### src/rtl/mcg_pkg.sv
package mcg_pkg;

  // Status bytes and kinds
  localparam logic [7:0] ST_TIMING_CLOCK = 8'hF8;
  localparam logic [7:0] ST_SYSTEM       = 8'hF0;
  localparam logic [3:0] KIND_NOTE_OFF   = 4'h8;
  localparam logic [3:0] KIND_NOTE_ON    = 4'h9;
  localparam logic [3:0] KIND_CTRL       = 4'hB;
  localparam logic [3:0] KIND_BEND       = 4'hE;
  localparam logic [3:0] CHAN_FIRST      = 4'h0;

  localparam logic [6:0] CTRL_MOD        = 7'd4;
  localparam logic [7:0] NO_NOTE         = 8'd255;
  localparam logic [13:0] BEND_CENTER    = 14'd8192;
  localparam logic [7:0] MIDDLE_C        = 8'd60;
  localparam logic [10:0] MOD_OFFSET     = 11'd762;

  // Highest inputs_in_use value at which each output is still driven
  localparam logic [2:0] PITCH_MAX_USE   = 3'd2;
  localparam logic [2:0] MOD_MAX_USE     = 3'd3;
  localparam logic [2:0] GATE_MAX_USE    = 3'd4;
  localparam logic [2:0] PULSE_MAX_USE   = 3'd5;

  localparam logic [7:0] DEFAULT_PULSE_TICKS = 8'd10;

  // Configuration register indexes
  localparam logic CFG_INPUTS_IN_USE = 1'b0;
  localparam logic CFG_PULSE_TICKS   = 1'b1;

  // Input item command codes
  localparam logic CMD_MESSAGE = 1'b0;
  localparam logic CMD_TICK    = 1'b1;

  typedef struct packed {
    logic       command;
    logic [7:0] status_byte;
    logic [6:0] data_first;
    logic [6:0] data_second;
  } in_item_t;

  typedef struct packed {
    logic signed [20:0] pitch_cv;
    logic signed [10:0] mod_cv;
    logic               note_gate;
    logic               clock_pulse;
  } out_item_t;

  typedef struct packed {
    logic [2:0] inputs_in_use;
    logic [7:0] clock_pulse_ticks;
  } cfg_t;

endpackage

### src/rtl/mcg_in_reg.sv
module mcg_in_reg (
  input  logic              clk,
  input  logic              rst_n,
  input  logic              in_valid,
  output logic              in_ready,
  input  mcg_pkg::in_item_t in_data,
  input  logic              take,
  output logic              item_valid,
  output mcg_pkg::in_item_t item
);
  import mcg_pkg::*;

  logic     valid_r, valid_nxt;
  in_item_t item_r;

  // Stage is free when empty or when its item moves on this cycle
  assign in_ready  = !valid_r || take;
  assign valid_nxt = in_valid || (valid_r && !take);

  always_ff @(posedge clk) begin
    if (!rst_n) begin
      valid_r <= 1'b0;
    end else begin
      valid_r <= valid_nxt;
    end
  end

  // Load payload on each accepted transaction
  always_ff @(posedge clk) begin
    if (in_valid && in_ready) begin
      item_r <= in_data;
    end
  end

  assign item_valid = valid_r;
  assign item       = item_r;

endmodule

### src/rtl/mcg_core.sv
module mcg_core (
  input  logic               clk,
  input  logic               rst_n,
  input  logic               item_valid,
  input  mcg_pkg::in_item_t  item,
  input  mcg_pkg::cfg_t      cfg,
  output logic               take,
  output logic               out_valid,
  input  logic               out_ready,
  output mcg_pkg::out_item_t out_data
);
  import mcg_pkg::*;

  logic [7:0]  held_note_r, held_note_nxt;
  logic [13:0] bend_r, bend_nxt;
  logic [7:0]  countdown_r, countdown_nxt;
  out_item_t   level_r, level_nxt;
  logic        out_valid_r, out_valid_nxt;

  logic [3:0]         kind;
  logic [3:0]         chan;
  logic               dropped;
  logic               is_note_on;
  logic               is_note_off;
  logic [7:0]         pitch_note;
  logic [13:0]        pitch_bend;
  logic signed [7:0]  note_diff;
  logic signed [13:0] bend_diff;
  logic signed [20:0] pitch_value;
  logic [10:0]        mod_scaled;

  // Advance when the result register is empty or being drained
  assign take          = item_valid && (!out_valid_r || out_ready);
  assign out_valid_nxt = take || (out_valid_r && !out_ready);

  assign kind        = item.status_byte[7:4];
  assign chan        = item.status_byte[3:0];
  assign dropped     = (chan != CHAN_FIRST) && (item.status_byte < ST_SYSTEM);
  assign is_note_on  = (kind == KIND_NOTE_ON) && (item.data_second != 7'd0);
  assign is_note_off = (kind == KIND_NOTE_OFF) ||
                       ((kind == KIND_NOTE_ON) && (item.data_second == 7'd0));

  // Pitch uses the new note on note-on, the new bend on bend
  assign pitch_note  = is_note_on ? {1'b0, item.data_first} : held_note_r;
  assign pitch_bend  = (kind == KIND_BEND) ? {item.data_second, item.data_first} : bend_r;
  assign note_diff   = $signed(pitch_note - MIDDLE_C);
  assign bend_diff   = $signed(pitch_bend - BEND_CENTER);
  assign pitch_value = $signed({note_diff, 13'd0})
                     + 21'($signed({bend_diff, 1'b0}));
  assign mod_scaled  = 11'({4'd0, item.data_second} * 11'd12) - MOD_OFFSET;

  // Next state for one item
  always_comb begin
    held_note_nxt = held_note_r;
    bend_nxt      = bend_r;
    countdown_nxt = countdown_r;
    level_nxt     = level_r;
    if (item.command == CMD_TICK) begin
      if (countdown_r != 8'd0) begin
        countdown_nxt = countdown_r - 8'd1;
        if (countdown_r == 8'd1) begin
          level_nxt.clock_pulse = 1'b0;
        end
      end
    end else if (!dropped) begin
      if (item.status_byte == ST_TIMING_CLOCK) begin
        if (cfg.inputs_in_use <= PULSE_MAX_USE) begin
          level_nxt.clock_pulse = 1'b1;
          countdown_nxt         = cfg.clock_pulse_ticks;
        end
      end else if (is_note_on) begin
        held_note_nxt = {1'b0, item.data_first};
        if (cfg.inputs_in_use <= PITCH_MAX_USE) begin
          level_nxt.pitch_cv = pitch_value;
        end
        if (cfg.inputs_in_use <= GATE_MAX_USE) begin
          level_nxt.note_gate = 1'b1;
        end
      end else if (is_note_off) begin
        if (({1'b0, item.data_first} == held_note_r) &&
            (cfg.inputs_in_use <= GATE_MAX_USE)) begin
          level_nxt.note_gate = 1'b0;
        end
      end else if (kind == KIND_BEND) begin
        bend_nxt = pitch_bend;
        if ((cfg.inputs_in_use <= PITCH_MAX_USE) && (held_note_r != NO_NOTE)) begin
          level_nxt.pitch_cv = pitch_value;
        end
      end else if (kind == KIND_CTRL) begin
        if ((item.data_first == CTRL_MOD) && (cfg.inputs_in_use <= MOD_MAX_USE)) begin
          level_nxt.mod_cv = $signed(mod_scaled);
        end
      end
    end
  end

  // Commit state and result on each advance
  always_ff @(posedge clk) begin
    if (!rst_n) begin
      held_note_r <= NO_NOTE;
      bend_r      <= BEND_CENTER;
      countdown_r <= 8'd0;
      level_r     <= '0;
      out_valid_r <= 1'b0;
    end else begin
      out_valid_r <= out_valid_nxt;
      if (take) begin
        held_note_r <= held_note_nxt;
        bend_r      <= bend_nxt;
        countdown_r <= countdown_nxt;
        level_r     <= level_nxt;
      end
    end
  end

  assign out_valid = out_valid_r;
  assign out_data  = level_r;

endmodule

### src/rtl/midi_to_cv_gate_converter.sv
// Channel  Direction  Handshake              Payload
// in_      input      in_valid / in_ready    in_data   (in_item_t)
// out_     output     out_valid / out_ready  out_data  (out_item_t)
// cfg_     input      cfg_valid / cfg_ready  cfg_index, cfg_data
//
// One result per item; an accepted item passes the input register, then
// the state update into the result register, before its result shows
// on out_data. Sustained rate is one item per cycle while out_ready is
// high; the held note, bend and pulse countdown update in one step
// between the two registers.
// Synchronous active-low reset restores the power-up levels and config.
// A stall on out_ready holds the result and backs up the input stage.
module midi_to_cv_gate_converter (
  input  logic               clk,
  input  logic               rst_n,
  input  logic               in_valid,
  output logic               in_ready,
  input  mcg_pkg::in_item_t  in_data,
  output logic               out_valid,
  input  logic               out_ready,
  output mcg_pkg::out_item_t out_data,
  input  logic               cfg_valid,
  output logic               cfg_ready,
  input  logic               cfg_index,
  input  logic [7:0]         cfg_data
);
  import mcg_pkg::*;

  cfg_t     cfg_r;
  logic     item_valid;
  in_item_t item;
  logic     take;

  assign cfg_ready = 1'b1;

  // Configuration registers
  always_ff @(posedge clk) begin
    if (!rst_n) begin
      cfg_r.inputs_in_use     <= 3'd0;
      cfg_r.clock_pulse_ticks <= DEFAULT_PULSE_TICKS;
    end else if (cfg_valid && cfg_ready) begin
      case (cfg_index)
        CFG_INPUTS_IN_USE: cfg_r.inputs_in_use     <= cfg_data[2:0];
        CFG_PULSE_TICKS:   cfg_r.clock_pulse_ticks <= cfg_data;
        default: ;
      endcase
    end
  end

  mcg_in_reg u_in_reg (
    .clk        (clk),
    .rst_n      (rst_n),
    .in_valid   (in_valid),
    .in_ready   (in_ready),
    .in_data    (in_data),
    .take       (take),
    .item_valid (item_valid),
    .item       (item)
  );

  mcg_core u_core (
    .clk        (clk),
    .rst_n      (rst_n),
    .item_valid (item_valid),
    .item       (item),
    .cfg        (cfg_r),
    .take       (take),
    .out_valid  (out_valid),
    .out_ready  (out_ready),
    .out_data   (out_data)
  );

  // Empty input stage always takes a transaction
  a_ready_when_empty: assert property (@(posedge clk) disable iff (!rst_n)
    !item_valid |-> in_ready)
    else $error("input stage empty but not ready");

  // Accepted transaction lands in the input stage
  a_accept_fills: assert property (@(posedge clk) disable iff (!rst_n)
    in_valid && in_ready |=> item_valid)
    else $error("accepted transaction lost");

  // Advanced item produces a result
  a_take_result: assert property (@(posedge clk) disable iff (!rst_n)
    take |=> out_valid)
    else $error("advanced item gave no result");

  // Stalled item holds in the input stage
  a_stall_holds: assert property (@(posedge clk) disable iff (!rst_n)
    item_valid && !take |=> item_valid && $stable(item))
    else $error("stalled item changed");

endmodule
### config.mk
export PLATFORM = sky130hd
export DESIGN_NAME = midi_to_cv_gate_converter
export DESIGN_NICKNAME = d
export VERILOG_FILES = /design/src/rtl/mcg_pkg.sv /design/src/rtl/mcg_in_reg.sv /design/src/rtl/mcg_core.sv /design/src/rtl/midi_to_cv_gate_converter.sv
export SDC_FILE = /design/constraint.sdc
export NUM_CORES = 1
export LEC_CHECK = 0
export BUFFER_PORTS_ARGS = -buffer_cell sky130_fd_sc_hd__buf_2
export CORE_MARGIN = 2
export CORE_UTILIZATION = 27
export DETAILED_ROUTE_END_ITERATION = 10
export GPL_TIMING_DRIVEN = 0
export SLEW_MARGIN = 20
export SYNTH_ARGS = -nofsm -noshare
export SYNTH_HDL_FRONTEND = slang
export SYNTH_SLANG_ARGS = --single-unit
### constraint.sdc
create_clock -name clk -period 3.2 [get_ports clk]
set_clock_uncertainty 0.15 [all_clocks]
set_input_delay 0.8 -clock clk [delete_from_list [all_inputs] [get_ports clk]]
set_output_delay 0.8 -clock clk [all_outputs]
set_load 0.02 [all_outputs]
**Word-level counts from Yosys, hierarchy flattened**

Index checks and enable logic that the tools add are counted.

- Bits in registers: 100
- Input bits: 37
- Output and inout port bits: 37
- Logic and storage cells: 111

- Add/sub/neg operators: 5
- Multipliers: 1
- $lt $le $gt $ge: 5
- Eq/ne operators: 15
- Muxes and demuxes: 25
- Bitwise operators: 7
- Reductions and logical operators: 38

Operators by type and width:

| cell | number |
|---|---|
| $mux 21 | 4 |
| $mux 8 | 6 |
| $mux 11 | 3 |
| $mux 32 | 1 |
| $add 21x15->21 | 1 |
| $eq 4x4->1 const B | 4 |
| $mux 14 | 1 |
| $reduce_and 7->1 | 2 |
| $sub 14x14->14 const B | 1 |
| $reduce_bool 2->1 | 6 |
| $sub 11x10->11 const B | 1 |
| $logic_and 1x1->1 | 10 |
| $mux 1 | 10 |
| $mul 7x2->9 const B | 1 |
| $reduce_and 9->1 | 1 |
| $eq 7x8->1 | 1 |
| $eq 8x1->1 const B | 1 |
| $eq 8x8->1 const B | 1 |
| $lt 8x8->1 const B | 1 |
| $ne 8x8->1 const B | 1 |
| $reduce_and 8->1 | 1 |
| $reduce_bool 8->1 | 1 |
| $sub 8x1->8 const B | 1 |
| $sub 8x6->8 const B | 1 |
| other kinds (15) | 35 |

**Logic depth before layout (Yosys ltp)**

- Depth after elaboration: 9
- Depth in mapped cells: 16

**Cells and area by module**

From an unflattened synthesis, not the netlist that was laid out.

- Cell total of the unflattened synthesis: 552
- Area, all modules: 5,056.1 um^2

By module, submodules not included:

| module | instances | cells each | area an instance (um^2) | sequential area each (um^2) |
|---|---|---|---|---|
| mcg_core | 1 | 474 | 3,853.7 | 1,261.2 |
| mcg_in_reg | 1 | 28 | 748.2 | 710.7 |
| midi_to_cv_gate_converter | 1 | 50 | 454.2 | 220.2 |

**Least setup slack after synthesis**

Ideal clock, no wire load.

- Path type: register to register
- Start: register u_in_reg.item_r, in the netlist u_in_reg.item[1]
- End: register u_core.level_r, in the netlist u_core.out_data[33]
- Data arrival time: 3,158 ps
- Data required time: 2,964 ps
- Setup slack: -193 ps
- Cell stages (with the launch flop): 16
- Buffers on the path: 1
- Path through: edfxtp_1 > inv_1 > ha_1 > nand4b_1 > nand3_1 > clkbuf_1 > mux2_2 > ha_1 > xnor2_1 > ha_1 > nand2_1 > o21ai_0 > nor4_1 > nor3_1 > xnor2_1 > a211oi_1

- Cells in the longest elaborated chain, start to end: 9
- Elaborated cells on any way between the ends: 20

RTL lines:

| item | line | source |
|---|---|---|
| start: declaration | mcg_in_reg.sv:14 | `in_item_t item_r;` |
| start signal: assignment | mcg_in_reg.sv:31 | `item_r <= in_data;` |
| $reduce_bool 7->1 * | mcg_core.sv:39 | `assign is_note_on = (kind == KIND_NOTE_ON) && (item.data_second != 7'd0);` |
| $logic_and 1x1->1 * | mcg_core.sv:39 |  |
| $mux 8 * | mcg_core.sv:44 | `assign pitch_note = is_note_on ? {1'b0, item.data_first} : held_note_r;` |
| named net u_core.pitch_note[3] | mcg_core.sv:25 | `logic [7:0] pitch_note;` |
| $sub 8x6->8 * | mcg_core.sv:46 | `assign note_diff = $signed(pitch_note - MIDDLE_C);` |
| $add 21x15->21 * | mcg_core.sv:49 | `+ 21'($signed({bend_diff, 1'b0}));` |
| $mux 21 | mcg_core.sv:86 | `if ((cfg.inputs_in_use <= PITCH_MAX_USE) && (held_note_r != NO_NOTE)) begin` |
| $mux 21 | mcg_core.sv:84 | `end else if (kind == KIND_BEND) begin` |
| $mux 32 | mcg_core.sv:79 | `end else if (is_note_off) begin` |
| $mux 21 * | mcg_core.sv:71 | `end else if (is_note_on) begin` |
| end signal: assignment | mcg_core.sv:111 | `level_r <= level_nxt;` |
| end: declaration | mcg_core.sv:17 | `out_item_t level_r, level_nxt;` |

Mark *: on every way through the listed nets, which the timed path passes. The rest lies on a longest branch. The select of a mux whose other input is x is not followed.
A chain may end at the register's enable or synchronous reset.

**Worst setup path in the final report**

- Start: register u_in_reg.item_r, in the netlist u_in_reg.item[0]
- End: register u_core.level_r, in the netlist u_core.out_data[33]

The elaborated chain is that of the path after synthesis.

==> impl_summary.md <==
Logic synthesis
The synthesized cell area is 4920 um^2. The netlist uses 48 different library cells. The mean instance size in the synthesized netlist is 8.62 um^2. The Yosys step of the flow raised 0 warnings. The sequential fraction of the synthesis area is 44.6%. The number of synthesized flops with an enable pin is 23. Of all flip-flops after synthesis, the portion carrying an async set or reset was 0%.

The flip-flop cell with the highest count after synthesis is sky130_fd_sc_hd__dfxtp_1. Counting every instance in the synthesized netlist gives 571. In this run, synthesis produced a sequential element count of 98.

Drt
The number of vias in the routed layout is 4232. In the detailed route, the total length drawn on met3 is 564 um. The average vias per placed instance is 4.66. The number of iterations in the first detailed-routing pass is 5. The routed wirelength normalized by instance count is 14.4 um. After detailed routing, the total wire length is 13100 um.

Routed signal wires occupy layers up through met4. The post-route antenna net violation count is 0. The number of DRC violations after detailed-routing iteration 0 is 267.

The total routed wire length on the met1 layer is 6270 um. The met2 wirelength from detailed routing is 6040 um. The detailed-route DRC error count is 0.

Status
The flow ran to the end, and the final reports show no timing, DRC or antenna violations.

Critical path
The setup check on the worst reg-to-reg path leaves a slack of 40 ps. The worst setup path is launched from a flip-flop. The top fanout value on the critical path is 5.

Counting cells, the worst reg-to-reg path comes to 15. The critical path data arrival time is 3290 ps. The worst setup path is of the flip-flop to flip-flop kind. The delay of the slowest critical-path stage is 440 ps.

The required time of the critical path is 3330 ps. On the critical path, the stage with the largest delay is an instance of sky130_fd_sc_hd__edfxtp_1. The signal on the critical path passes through inv_2, ha_4, nand4b_1, nand3_2, buf_8, mux2_4, ha_4, xnor2_1, ha_1, nand2_1, o21ai_2, nor4_2, nor3_1, xnor2_1, a211oi_1. The capture point of the worst reg-to-reg path is u_core.out_data[33]. The type of destination of the critical path is a flip-flop. The startpoint of the worst register-to-register path is u_in_reg.item[0].

Timing
Setup repair after global routing could not meet its margin everywhere. The final worst-path cycle share is 98.7%. The number of setup violations in the final report is 0. Timing would allow up to 0.317 GHz. The final hold violation count was 0.

For the finished layout, the period the worst path requires is 3160 ps. The final count of pins violating max slew is 0. The worst-margin pin slew is 781 ps. The remaining max-slew budget at the tightest pin is 47.4%.

CTS
TritonCTS built the clock tree. The clock-pin transition on the worst setup and hold timing paths is 70 ps. The clock net in this run drives a total of 98 sinks. The clock passes through at most 2 buffers. CTS built an H-tree with a depth of 3. The clock root buffer is sky130_fd_sc_hd__clkbuf_16. The number of CTS-inserted buffers is 9. Clock latency on the worst-skew pair, taken at its later pin, is 360 ps.

Layout
Once layout is complete, the utilization of the core stands at 34.7%. The repair_antennas step left the layout with diodes totalling 0. The number of filler instances in the final layout is 1871. The area growth from synthesis to layout is 26.1%. In the final design database the tool counted 736 nets. Of the cells placed in the final design, the portion with a size suffix greater than 1 is 22.5%. The count of non-filler cells in the finished layout is 909.

Power
Across the VDD grid, the largest voltage drop is 0.253 mV. The total power divided by cell area is 441 nW/um^2. The cell leakage power is 0.00255 uW.

Global route
Across every metal layer, demand over resource in global routing totals 13.6%. The number of antenna violations at the first check in global routing came to 0. The number of global-route vias before repair is 3945. Summed over all layers, the global routing overflow is 0. The global-route wire length before repair is 21000 um. The largest net degree at the start of global routing is 24.

Floorplanning
The floorplan step set the die width to 139 um. The die span in y is 139 um. The number of rows in the core area is 49. The number of primary I/O pins is 74. The effective utilization at floorplan is 27.5%. The core region is 17900 um^2. The total die area is 19300 um^2.

Flow run
The tool flagged a number of max-cap violations equal to 0.

Placement
The cell count after placement is 871. The HPWL after detailed placement is 9630 um. Buffers placed on the I/O ports in this run total 70. The congestion estimate from routability-driven global placement came to 0.790.

Hold path
In this run the most critical hold path is launched from u_core.out_data[26]. Along the worst hold path, the cell count comes to 2. The min-delay analysis places its worst path in the category flip-flop to flip-flop. The terminating pin of the worst hold path is u_core.out_data[26].
## metrics by stage
stage	cell area, um^2	TNS, ps	hold WS [ps]	setup slack, ps	power, uW
CTS	6050	0	306	24.0	2740
finish	6210	0	297	42.9	2730
global placement	5570	-1160	289	-408	1630
global route	6210	-416	321	-145	2850
floorplan	4930	0	282	3.72	1540
detailed placement	5570	-1180	296	-449	1630
## cells in the mapped netlist (6+ instances only)
cell	instances	share of area, %
sky130_fd_sc_hd__ha_1	22	5.6
sky130_fd_sc_hd__a211oi_1	6	0.92
sky130_fd_sc_hd__inv_1	17	1.3
sky130_fd_sc_hd__nand3_1	12	1.2
sky130_fd_sc_hd__dfxtp_1	75	31
sky130_fd_sc_hd__and2_1	6	0.76
sky130_fd_sc_hd__nor2_1	74	5.6
sky130_fd_sc_hd__o21ai_0	18	1.8
sky130_fd_sc_hd__nand2_1	81	6.2
sky130_fd_sc_hd__edfxtp_1	23	14
sky130_fd_sc_hd__a21oi_1	71	7.2
sky130_fd_sc_hd__nor3_1	9	0.92
sky130_fd_sc_hd__or2_2	7	0.89
sky130_fd_sc_hd__xor2_1	10	1.8
sky130_fd_sc_hd__xnor2_1	18	3.2
sky130_fd_sc_hd__mux2i_1	20	4.1
sky130_fd_sc_hd__clkbuf_1	27	2.1
## layer usage
metal,track usage (%),vias to the layer above
li1,-,2176
met1,18.4,1954
met2,21.7,87
met3,2.42,15
met4,5.37,0
met5,0,-
## power breakdown
part / internal [uW] / leakage, uW / total (uW) / switching, uW
Clock: 582 / 0.000142 / 1100 / 513
Sequential: 1300 / 0.000831 / 1320 / 26.3
Combinational: 136 / 0.00158 / 316 / 179
## critical path, delay by kind of cell, from the launching register on
kind	cells	cell delay, ps
fa+ha+maj	3	600
mux	1	320
compound gates	2	370
xor+xnor	2	230
flops	1	440
buf+inv	2	250
simple gates	5	730
## state kept, by name, indices dropped and copies added, names as in the netlist
| signal | count |
|---|---|
| u_core.out_data | 32 |
| u_in_reg.item | 23 |
| u_core.bend_r | 14 |
| cfg_r | 11 |
| u_core.countdown_r | 8 |
| u_core.held_note_r | 8 |
| u_core.out_valid | 1 |
| u_in_reg.item_valid | 1 |
## cells in the final DEF (no fill, tap or decap), drive strengths merged, types with 3 or more instances in the layout
cell type | netlist | final
a211oi | 6 | 6
a21o | 3 | 3
a21oi | 71 | 71
and2 | 6 | 6
and3 | 3 | 3
buf | 4 | 96
clkbuf | 27 | 37
conb | 2 | 3
dfxtp | 75 | 75
edfxtp | 23 | 23
ha | 22 | 22
inv | 17 | 20
mux2 | 4 | 4
mux2i | 20 | 20
nand2 | 81 | 81
nand2b | 5 | 5
nand3 | 12 | 12
nand4 | 4 | 4
nand4b | 3 | 3
nor2 | 74 | 74
nor2b | 4 | 4
nor3 | 9 | 9
nor3b | 5 | 5
nor4 | 4 | 4
nor4b | 3 | 3
o211ai | 4 | 4
o21ai | 18 | 18
or2 | 7 | 7
or4 | 5 | 5
xnor2 | 18 | 18
xor2 | 10 | 10
## how the worst max path moves through the flow
stage                startpoint             endpoint  slack [ps]  depth (start not counted)
2_1_floorplan  u_in_reg.item[1]  u_core.out_data[33]           4                         15
3_3_place_gp   u_in_reg.item[0]  u_core.out_data[33]        -410                         15
3_5_place_dp   u_in_reg.item[0]  u_core.out_data[33]        -450                         15
4_1_cts        u_in_reg.item[1]  u_core.out_data[33]          20                         14
5_1_grt        u_in_reg.item[0]  u_core.out_data[33]        -150                         15
6_report       u_in_reg.item[0]  u_core.out_data[33]          40                         15
## layout make-up
| type | instances | area, um^2 | share of cell area, % |
|---|---|---|---|
| tap | 229 | 287 | 4.62 |
| clock buffer | 10 | 250 | 4.03 |
| multi-input combinational | 425 | 2690 | 43.3 |
| sequential | 98 | 2190 | 35.3 |
| buffer | 31 | 139 | 2.24 |
| timing repair buffer | 92 | 537 | 8.65 |
| clock inverter | 6 | 46.3 | 0.746 |
| inverter | 18 | 67.6 | 1.09 |
## what timing repair did
action / in CTS / in global routing
pin swaps: 4 / 16
gates resized for setup: 11 / 30
setup buffers: 17 / 4
hold buffers: 0 / 0
gates cloned: 0 / 1
setup endpoints to repair: 5 / 6
## cells by family after synthesis
group,share of synthesized area (%)
and+or+nand+nor,21.7
AOI/OAI and AO/OA,13.3
DFF,44.6
buffers and inverters,3.97
xor gates and xnor gates,4.98
adders and majority gates,6.41
muxes,4.98
other,0.153
(Power assumes the default switching activity.)
